### src/design/wtra_pkg.sv
`timescale 1ns / 1ps
`default_nettype none

package wtra_pkg;

   localparam int REG_COUNT_DEF = 64;

   localparam int CMD_W   = 9;
   localparam int VAL_W   = 32;
   localparam int RIDX_W  = 6;
   localparam int WID_W   = 6;
   localparam int STAT_W  = 3;
   localparam int ADV_W   = 3;
   localparam int REQ_W   = 72;
   localparam int RSP_W   = 40;

   localparam logic [CMD_W-1:0] OP_NOP   = 9'h000;
   localparam logic [CMD_W-1:0] OP_LIMM  = 9'h002;
   localparam logic [CMD_W-1:0] OP_OR    = 9'h010;
   localparam logic [CMD_W-1:0] OP_XOR   = 9'h011;
   localparam logic [CMD_W-1:0] OP_AND   = 9'h012;
   localparam logic [CMD_W-1:0] OP_ADD   = 9'h014;
   localparam logic [CMD_W-1:0] OP_SUB   = 9'h015;
   localparam logic [CMD_W-1:0] OP_MUL   = 9'h016;
   localparam logic [CMD_W-1:0] OP_ABORT = 9'h1FF;

   localparam logic [STAT_W-1:0] ST_OK      = 3'd0;
   localparam logic [STAT_W-1:0] ST_RANGE   = 3'd1;
   localparam logic [STAT_W-1:0] ST_BADW    = 3'd2;
   localparam logic [STAT_W-1:0] ST_ABORT   = 3'd3;
   localparam logic [STAT_W-1:0] ST_UNKNOWN = 3'd4;

   localparam logic [ADV_W-1:0] ADV_NONE = 3'd0;
   localparam logic [ADV_W-1:0] ADV_NOP  = 3'd1;
   localparam logic [ADV_W-1:0] ADV_LIMM = 3'd4;
   localparam logic [ADV_W-1:0] ADV_ALU  = 3'd5;

   typedef struct packed {
      logic [STAT_W-1:0] status;
      logic [ADV_W-1:0]  advance;
      logic [VAL_W-1:0]  written_value;
      logic              wrote;
   } rsp_type;

endpackage

`default_nettype wire

### src/design/width_tagged_register_alu_step_core.sv
// An accepted request word is registered into the execute stage; its result is then registered into the response word.
// Throughput: one word per cycle while the response side keeps up; a new request is taken while a result waits.
// The register file is a two-read, one-write memory read at acceptance and
// written back as the word leaves the execute stage, with a bypass for back-to-back dependencies.
// Reset clears per-entry valid bits at once, so every register reads as zero.
`timescale 1ns / 1ps
`default_nettype none

module width_tagged_register_alu_step_core
   import wtra_pkg::*;
#(
   parameter int REG_COUNT = REG_COUNT_DEF
) (
   input  wire                clock,
   input  wire                reset,
   input  wire                req_tvalid,
   output logic               req_tready,
   // Fields from bit 0: cmd, immediate, dest_reg, src_a_reg, src_b_reg, width, zero fill.
   input  wire  [REQ_W-1:0]   req_tdata,
   output logic               rsp_tvalid,
   input  wire                rsp_tready,
   // Fields from bit 0: status, advance, written_value, wrote, zero fill.
   output logic [RSP_W-1:0]   rsp_tdata
);

   localparam int IDX_W  = (REG_COUNT > 1) ? $clog2(REG_COUNT) : 1;
   localparam int RAW_N  = 2 ** RIDX_W;
   localparam int ENT_W  = VAL_W + WID_W;

   logic [IDX_W-1:0]  idx_lut [RAW_N];
   logic [ENT_W-1:0]  reg_mem [REG_COUNT];
   logic [REG_COUNT-1:0] vld_ff;

   genvar g;
   generate
      for (g = 0; g < RAW_N; g++) begin : g_lut
         assign idx_lut[g] = IDX_W'(g % REG_COUNT);
      end
   endgenerate

   logic [CMD_W-1:0]  in_cmd;
   logic [VAL_W-1:0]  in_imm;
   logic [IDX_W-1:0]  in_rd, in_ra, in_rb;
   logic [WID_W-1:0]  in_w;

   assign in_cmd = req_tdata[8:0];
   assign in_imm = req_tdata[40:9];
   assign in_rd  = idx_lut[req_tdata[46:41]];
   assign in_ra  = idx_lut[req_tdata[52:47]];
   assign in_rb  = idx_lut[req_tdata[58:53]];
   assign in_w   = req_tdata[64:59];

   logic              s1_vld_ff, s1_vld_in;
   logic [CMD_W-1:0]  s1_cmd_ff;
   logic [VAL_W-1:0]  s1_imm_ff;
   logic [IDX_W-1:0]  s1_rd_ff;
   logic [WID_W-1:0]  s1_w_ff;
   logic [ENT_W-1:0]  rd_a_ff, rd_b_ff;
   logic              rv_a_ff, rv_b_ff;
   logic              byp_a_ff, byp_b_ff;
   logic [ENT_W-1:0]  byp_ent_ff;

   logic              out_vld_ff, out_vld_in;
   rsp_type           out_ff;

   logic              s1_go, accept;
   logic              wr_en;
   logic [ENT_W-1:0]  wr_ent;
   rsp_type           s1_rsp;

   assign s1_go      = s1_vld_ff && (!out_vld_ff || rsp_tready);
   assign req_tready = !s1_vld_ff || s1_go;
   assign accept     = req_tvalid && req_tready;
   assign s1_vld_in  = accept ? 1'b1 : (s1_go ? 1'b0 : s1_vld_ff);
   assign out_vld_in = s1_go ? 1'b1 : (rsp_tready ? 1'b0 : out_vld_ff);

   logic [VAL_W-1:0]  a_val, b_val;
   logic [WID_W-1:0]  a_wid, b_wid;
   logic [2*VAL_W-1:0] prod;
   logic signed [VAL_W-1:0] imm_sh;
   logic              fits;
   logic [VAL_W-1:0]  alu_res;
   logic              is_alu;

   always_comb begin
      a_val = byp_a_ff ? byp_ent_ff[VAL_W-1:0] : (rv_a_ff ? rd_a_ff[VAL_W-1:0] : '0);
      a_wid = byp_a_ff ? byp_ent_ff[ENT_W-1:VAL_W] : (rv_a_ff ? rd_a_ff[ENT_W-1:VAL_W] : '0);
      b_val = byp_b_ff ? byp_ent_ff[VAL_W-1:0] : (rv_b_ff ? rd_b_ff[VAL_W-1:0] : '0);
      b_wid = byp_b_ff ? byp_ent_ff[ENT_W-1:VAL_W] : (rv_b_ff ? rd_b_ff[ENT_W-1:VAL_W] : '0);
   end

   assign prod   = a_val * b_val;
   assign imm_sh = $signed(s1_imm_ff) >>> (s1_w_ff[4:0] - 5'd1);

   always_comb begin
      if (s1_w_ff == '0) begin
         fits = 1'b0;
      end else if (s1_w_ff >= WID_W'(VAL_W)) begin
         fits = 1'b1;
      end else begin
         fits = (&imm_sh) || !(|imm_sh);
      end
   end

   always_comb begin
      is_alu  = 1'b1;
      alu_res = '0;
      unique case (s1_cmd_ff)
         OP_OR:   alu_res = a_val | b_val;
         OP_XOR:  alu_res = a_val ^ b_val;
         OP_AND:  alu_res = a_val & b_val;
         OP_ADD:  alu_res = a_val + b_val;
         OP_SUB:  alu_res = a_val - b_val;
         OP_MUL:  alu_res = prod[VAL_W-1:0];
         default: is_alu  = 1'b0;
      endcase
   end

   always_comb begin
      s1_rsp = '{status: ST_OK, advance: ADV_NONE, written_value: '0, wrote: 1'b0};
      wr_ent = {s1_w_ff, s1_imm_ff};
      if (is_alu) begin
         if (s1_w_ff > a_wid || s1_w_ff > b_wid) begin
            s1_rsp.status = ST_BADW;
         end else begin
            s1_rsp.advance       = ADV_ALU;
            s1_rsp.written_value = alu_res;
            s1_rsp.wrote         = 1'b1;
            wr_ent               = {s1_w_ff, alu_res};
         end
      end else begin
         unique case (s1_cmd_ff)
            OP_NOP: begin
               s1_rsp.advance = ADV_NOP;
            end
            OP_LIMM: begin
               s1_rsp.status        = fits ? ST_OK : ST_RANGE;
               s1_rsp.advance       = ADV_LIMM;
               s1_rsp.written_value = s1_imm_ff;
               s1_rsp.wrote         = 1'b1;
            end
            OP_ABORT: begin
               s1_rsp.status = ST_ABORT;
            end
            default: begin
               s1_rsp.status = ST_UNKNOWN;
            end
         endcase
      end
   end

   assign wr_en = s1_go && s1_rsp.wrote;

   always_ff @(posedge clock) begin
      if (wr_en) begin
         reg_mem[s1_rd_ff] <= wr_ent;
      end
      if (accept) begin
         rd_a_ff <= reg_mem[in_ra];
         rd_b_ff <= reg_mem[in_rb];
      end
   end

   always_ff @(posedge clock) begin
      if (reset) begin
         vld_ff <= '0;
      end else if (wr_en) begin
         vld_ff[s1_rd_ff] <= 1'b1;
      end
   end

   always_ff @(posedge clock) begin
      if (accept) begin
         s1_cmd_ff  <= in_cmd;
         s1_imm_ff  <= in_imm;
         s1_rd_ff   <= in_rd;
         s1_w_ff    <= in_w;
         rv_a_ff    <= vld_ff[in_ra];
         rv_b_ff    <= vld_ff[in_rb];
         byp_a_ff   <= wr_en && (s1_rd_ff == in_ra);
         byp_b_ff   <= wr_en && (s1_rd_ff == in_rb);
         byp_ent_ff <= wr_ent;
      end
      if (s1_go) begin
         out_ff <= s1_rsp;
      end
   end

   always_ff @(posedge clock) begin
      if (reset) begin
         s1_vld_ff  <= 1'b0;
         out_vld_ff <= 1'b0;
      end else begin
         s1_vld_ff  <= s1_vld_in;
         out_vld_ff <= out_vld_in;
      end
   end

   assign rsp_tvalid = out_vld_ff;
   assign rsp_tdata  = {1'b0, out_ff.wrote, out_ff.written_value, out_ff.advance,
                        out_ff.status};

   a_wrote_status: assert property (@(posedge clock) disable iff (reset)
      out_vld_ff && out_ff.wrote |-> out_ff.status == ST_OK || out_ff.status == ST_RANGE)
      else $error("A written register carries an error status.");

   a_zero_value: assert property (@(posedge clock) disable iff (reset)
      out_vld_ff && !out_ff.wrote |-> out_ff.written_value == '0)
      else $error("A word without a write carries a non-zero value.");

   a_adv_status: assert property (@(posedge clock) disable iff (reset)
      out_vld_ff |-> (out_ff.advance == ADV_NONE) ==
         (out_ff.status == ST_BADW || out_ff.status == ST_ABORT ||
          out_ff.status == ST_UNKNOWN))
      else $error("Advance disagrees with the status.");

   a_valid_set: assert property (@(posedge clock) disable iff (reset)
      wr_en |=> vld_ff[$past(s1_rd_ff)])
      else $error("A written register was not marked valid.");

   a_ready_idle: assert property (@(posedge clock) disable iff (reset)
      !s1_vld_ff |-> req_tready)
      else $error("The block refuses a word with an empty execute stage.");

endmodule

`default_nettype wire

### config.mk
export PLATFORM = sky130hd
export DESIGN_NAME = width_tagged_register_alu_step_core
export DESIGN_NICKNAME = d
export VERILOG_FILES = /design/src/design/wtra_pkg.sv /design/src/design/width_tagged_register_alu_step_core.sv
export SDC_FILE = /design/constraint.sdc
export NUM_CORES = 2
export LEC_CHECK = 0
export BUFFER_PORTS_ARGS = -buffer_cell sky130_fd_sc_hd__buf_2
export CORE_ASPECT_RATIO = 1.4
export CORE_MARGIN = 5
export CORE_UTILIZATION = 45
export DETAILED_ROUTE_END_ITERATION = 8
export SLEW_MARGIN = 20
export SYNTH_ARGS = -nofsm -noshare
export SYNTH_HDL_FRONTEND = slang
export SYNTH_SLANG_ARGS = --single-unit
### constraint.sdc
create_clock -name clock -period 19.9 [get_ports clock]
set_input_delay 0 -clock clock [delete_from_list [all_inputs] [get_ports clock]]
set_output_delay 0 -clock clock [all_outputs]
set_load 0.05 [all_outputs]
==> flow_summary_export.csv <==
group,metric,value,unit
synth,synth.distinct_cells,84,
timing,clock.fmax,0.0872,GHz
place,gp_congestion,0.981,
finish,fin_cells,12500,
synth,synth_area,0.143,sq mm
worst_setup_path,critPathLaunchType,"flip-flop",
timing,finalCriticalPeriod,11.47,ns
clock_network,cts_root_buffer,"clkbuf_16",
timing,finalSetupViolations,0,
synth,yosysWarnings,0,
route,dr.pass1.iters,6,
clock_network,post_cts_buffers,0,
route,wl_per_cell,39.9,microns
synth,syn_avg_cell_area,18.3,sq um
floorplan,pin_count,118,
worst_setup_path,crit_type,"flip-flop to flip-flop",
timing,skew,0.0884,ns
place,dp_hpwl,306,mm
worst_setup_path,cp_max_fo,65,
global_routing,grt_pass1_vias,87900,
clock_network,clock_path_buffers,4,
timing,hold_viol,0,
finish,area_growth,11.7,%
clock_network,clk_pin_slew,0.07,ns
global_routing,grt-ovfl-total,0,
worst_setup_path,cp_slowest_cell,"o32ai_1",
floorplan,coreArea,0.316,sq mm
clock_network,cts_tree,"done",
worst_setup_path,required,20.45,ns
worst_setup_path,crit_top_cell,"fa_1",
place,pre_cts_slack,8.40,ns
worst_setup_path,worst_setup_path_end_kind,"flip-flop",
timing,setup_slack,8.43,ns
pwr,vdd_drop_max,0.000139,V
clock_network,clock_latency,0.89,ns
place,dpl_cell_area,0.150,sq mm
worst_hold_path,hold_path_class,"input port to flip-flop",
worst_setup_path,critPathMaxStageDelay,1.00,ns
place,dp.cells,11800,
route,drt_iter0_drc,10600,
outcome,outcome,"completed",
finish,utilization,50.5,%
global_routing,antenna_found_initial,26,
synth,async_reset_ff_share,0,%
clock_network,clkSinkCount,2706,
floorplan,core.rowCount,244,
floorplan,die_area,0.329,sq mm
synth,synthFlopType,"edfxtp_1",
global_routing,grt_max_degree,120,
finish,postLayoutCellArea,0.160,sq mm
pwr,p_per_area,90.3,mW/mm^2
synth,ys_ff_latch,2706,
clock_network,h-tree-depth,5,
route,drcViolationCount,0,
floorplan,die_x,486,microns
clock_network,cts_buffers,280,
timing,rsz0062_at_grt,"no",
place,portBuffers,108,
global_routing,grt_pass1_wl,690,mm
global_routing,grt.total_usage,30.1,%
finish,fin_nets,8777,
timing,worstMarginPinSlew,1.26,ns
timing,min_period_over_period,57.6,%
route,ant_nets,0,
synth,synth-edff-count,2640,
route,via_per_inst,6.76,
worst_setup_path,worst_ep_arrival_time,12.02,ns
route,vias,84300,
floorplan,floorplan.initialDensity,45.2,%
timing,max_slew_margin,15.1,%
timing,final.setup.tns,0,ns
run,max_cap_violations,0,
synth,netlist_instances,7811,
synth,yosysSeqAreaShare,56.4,%
floorplan,die_h,677,microns
timing,slew_viol_final,0,
pwr,leakage,0.0530,uW
finish,final_layout_size_suffix_gt1_share,31.3,%
route,routed_wirelength,498,mm
## kinds of logic after synthesis
group	after synthesis	share of synthesized area [%]
XOR/XNOR	147	0.975
buffers and inverters	999	2.69
adder cells (fa/ha/maj)	642	7.77
multiplexers	1739	26.6
AO/OA/AOI/OAI	502	2.42
AND/OR/NAND/NOR	1075	3.11
other	1	0.00262
flip-flops	2706	56.4
## sequential cells by signal, summed over array words and instances, names as in the netlist, 9 cells and up
signal	cells
reg_mem	2432
vld_ff	64
byp_ent_ff	38
rd_a_ff	38
rd_b_ff	38
rsp_tdata	37
s1_imm_ff	32
s1_cmd_ff	9
## routing by layer
layer / share of wire, % / GRT usage [%] / vias to the layer above / wire length [microns]
li1: - / - / 32100 / -
met1: 34 / 36.5 / 45800 / 169000
met2: 50 / 50.6 / 5043 / 250000
met3: 8.6 / 5.31 / 1337 / 42900
met4: 7.3 / 17.7 / 4 / 36300
met5: 0.0032 / 0 / - / 16
## area by class of cell
cell class | instances | area [sq um]
multi-input cells | 4107 | 59100
clock buffers | 338 | 7390
flip-flops and latches | 2706 | 80600
well taps | 4182 | 5230
repair buffers | 499 | 4110
fillers | 25400 | 156000
diodes | 21 | 52.6
clock inverters | 148 | 1360
inverters | 467 | 1750
## synth_stat cells (16+ instances only)
library cell  count  area share, %
edfxtp_1       2640             55
buf_1           134           0.35
buf_2            26          0.091
a22o_1           32           0.20
o21ai_0         112           0.39
a21o_1           76           0.40
nand3_1          16          0.056
fa_1            409            5.7
clkbuf_1        360           0.95
a22oi_1          53           0.28
mux2_2           26           0.20
ha_1            231            2.0
clkinv_1         22          0.058
xor2_1           22           0.13
a21oi_1          77           0.27
nor2_1          591            1.6
nand2_1         337           0.89
mux4_2         1648             26
nor3_1           20          0.070
inv_1           435            1.1
xnor2_1         116           0.71
mux2i_1          65           0.46
dfxtp_1          66           0.92
## per-stage QoR
step | total power, uW | hold slack (ns)
2_1_floorplan | 8230 | 0.0989
3_3_place_gp | 9260 | 0.176
3_5_place_dp | 9280 | 0.178
4_1_cts | 14400 | 0.0131
5_1_grt | 14800 | 0.0430
6_report | 14400 | 0.0732
## where the power goes
group	switching [uW]	leakage (uW)	internal, uW
clock	2230	0.00426	2950
sequential	34.7	0.0244	6300
combinational	1790	0.0243	1110
## placed cells by master (no fill, tap or decap), drive strengths merged, types with 11 or more instances in the layout
cell type	count
dfxtp	66
mux2	26
a22oi	56
fa	409
o21a	14
o31ai	13
nand4	15
a211oi	12
xnor2	117
dlygate4sd3	117
or3	13
mux4	1648
clkinvlp	11
a221oi	15
inv	449
ha	231
nor2	591
nand3	16
a22o	32
and2	12
mux2i	65
o2111ai	11
bufinv	23
nand2	337
o21ai	113
edfxtp	2640
nor2b	14
a21o	76
diode	21
nand3b	11
buf	382
a21oi	77
nor3	21
a31oi	13
clkbuf	338
clkinv	132
xor2	24
## worst max-delay path: cells and delay by family (launching register included)
| kind | cells | cell delay, ns |
|---|---|---|
| AO/OA/AOI/OAI | 11 | 3.79 |
| adder cells (fa/ha/maj) | 9 | 4.41 |
| buffers and inverters | 6 | 1.60 |
| flip-flops | 1 | 0.75 |
| AND/OR/NAND/NOR | 2 | 0.43 |
## path summary, 6_finish.rpt
| path | startpoint | to | slack (ns) | depth (start not counted) |
|---|---|---|---|---|
| worst min register to register | vld_ff[47] | vld_ff[47] | 0.49 | 2 |
| worst min-delay path | req_tdata[50] | rd_a_ff[25] | 0.07 | 2 |
| worst max register to register | rv_b_ff | reg_mem[51][28] | 8.43 | 28 |
| worst max-delay path | rv_b_ff | reg_mem[51][28] | 8.43 | 28 |
## what timing repair did
action                                 4_1_cts  5_1_grt
hold buffers                               117        0
endpoints found under the hold margin      158        0
resized for setup                            0        0
(Power assumes the default switching activity.)
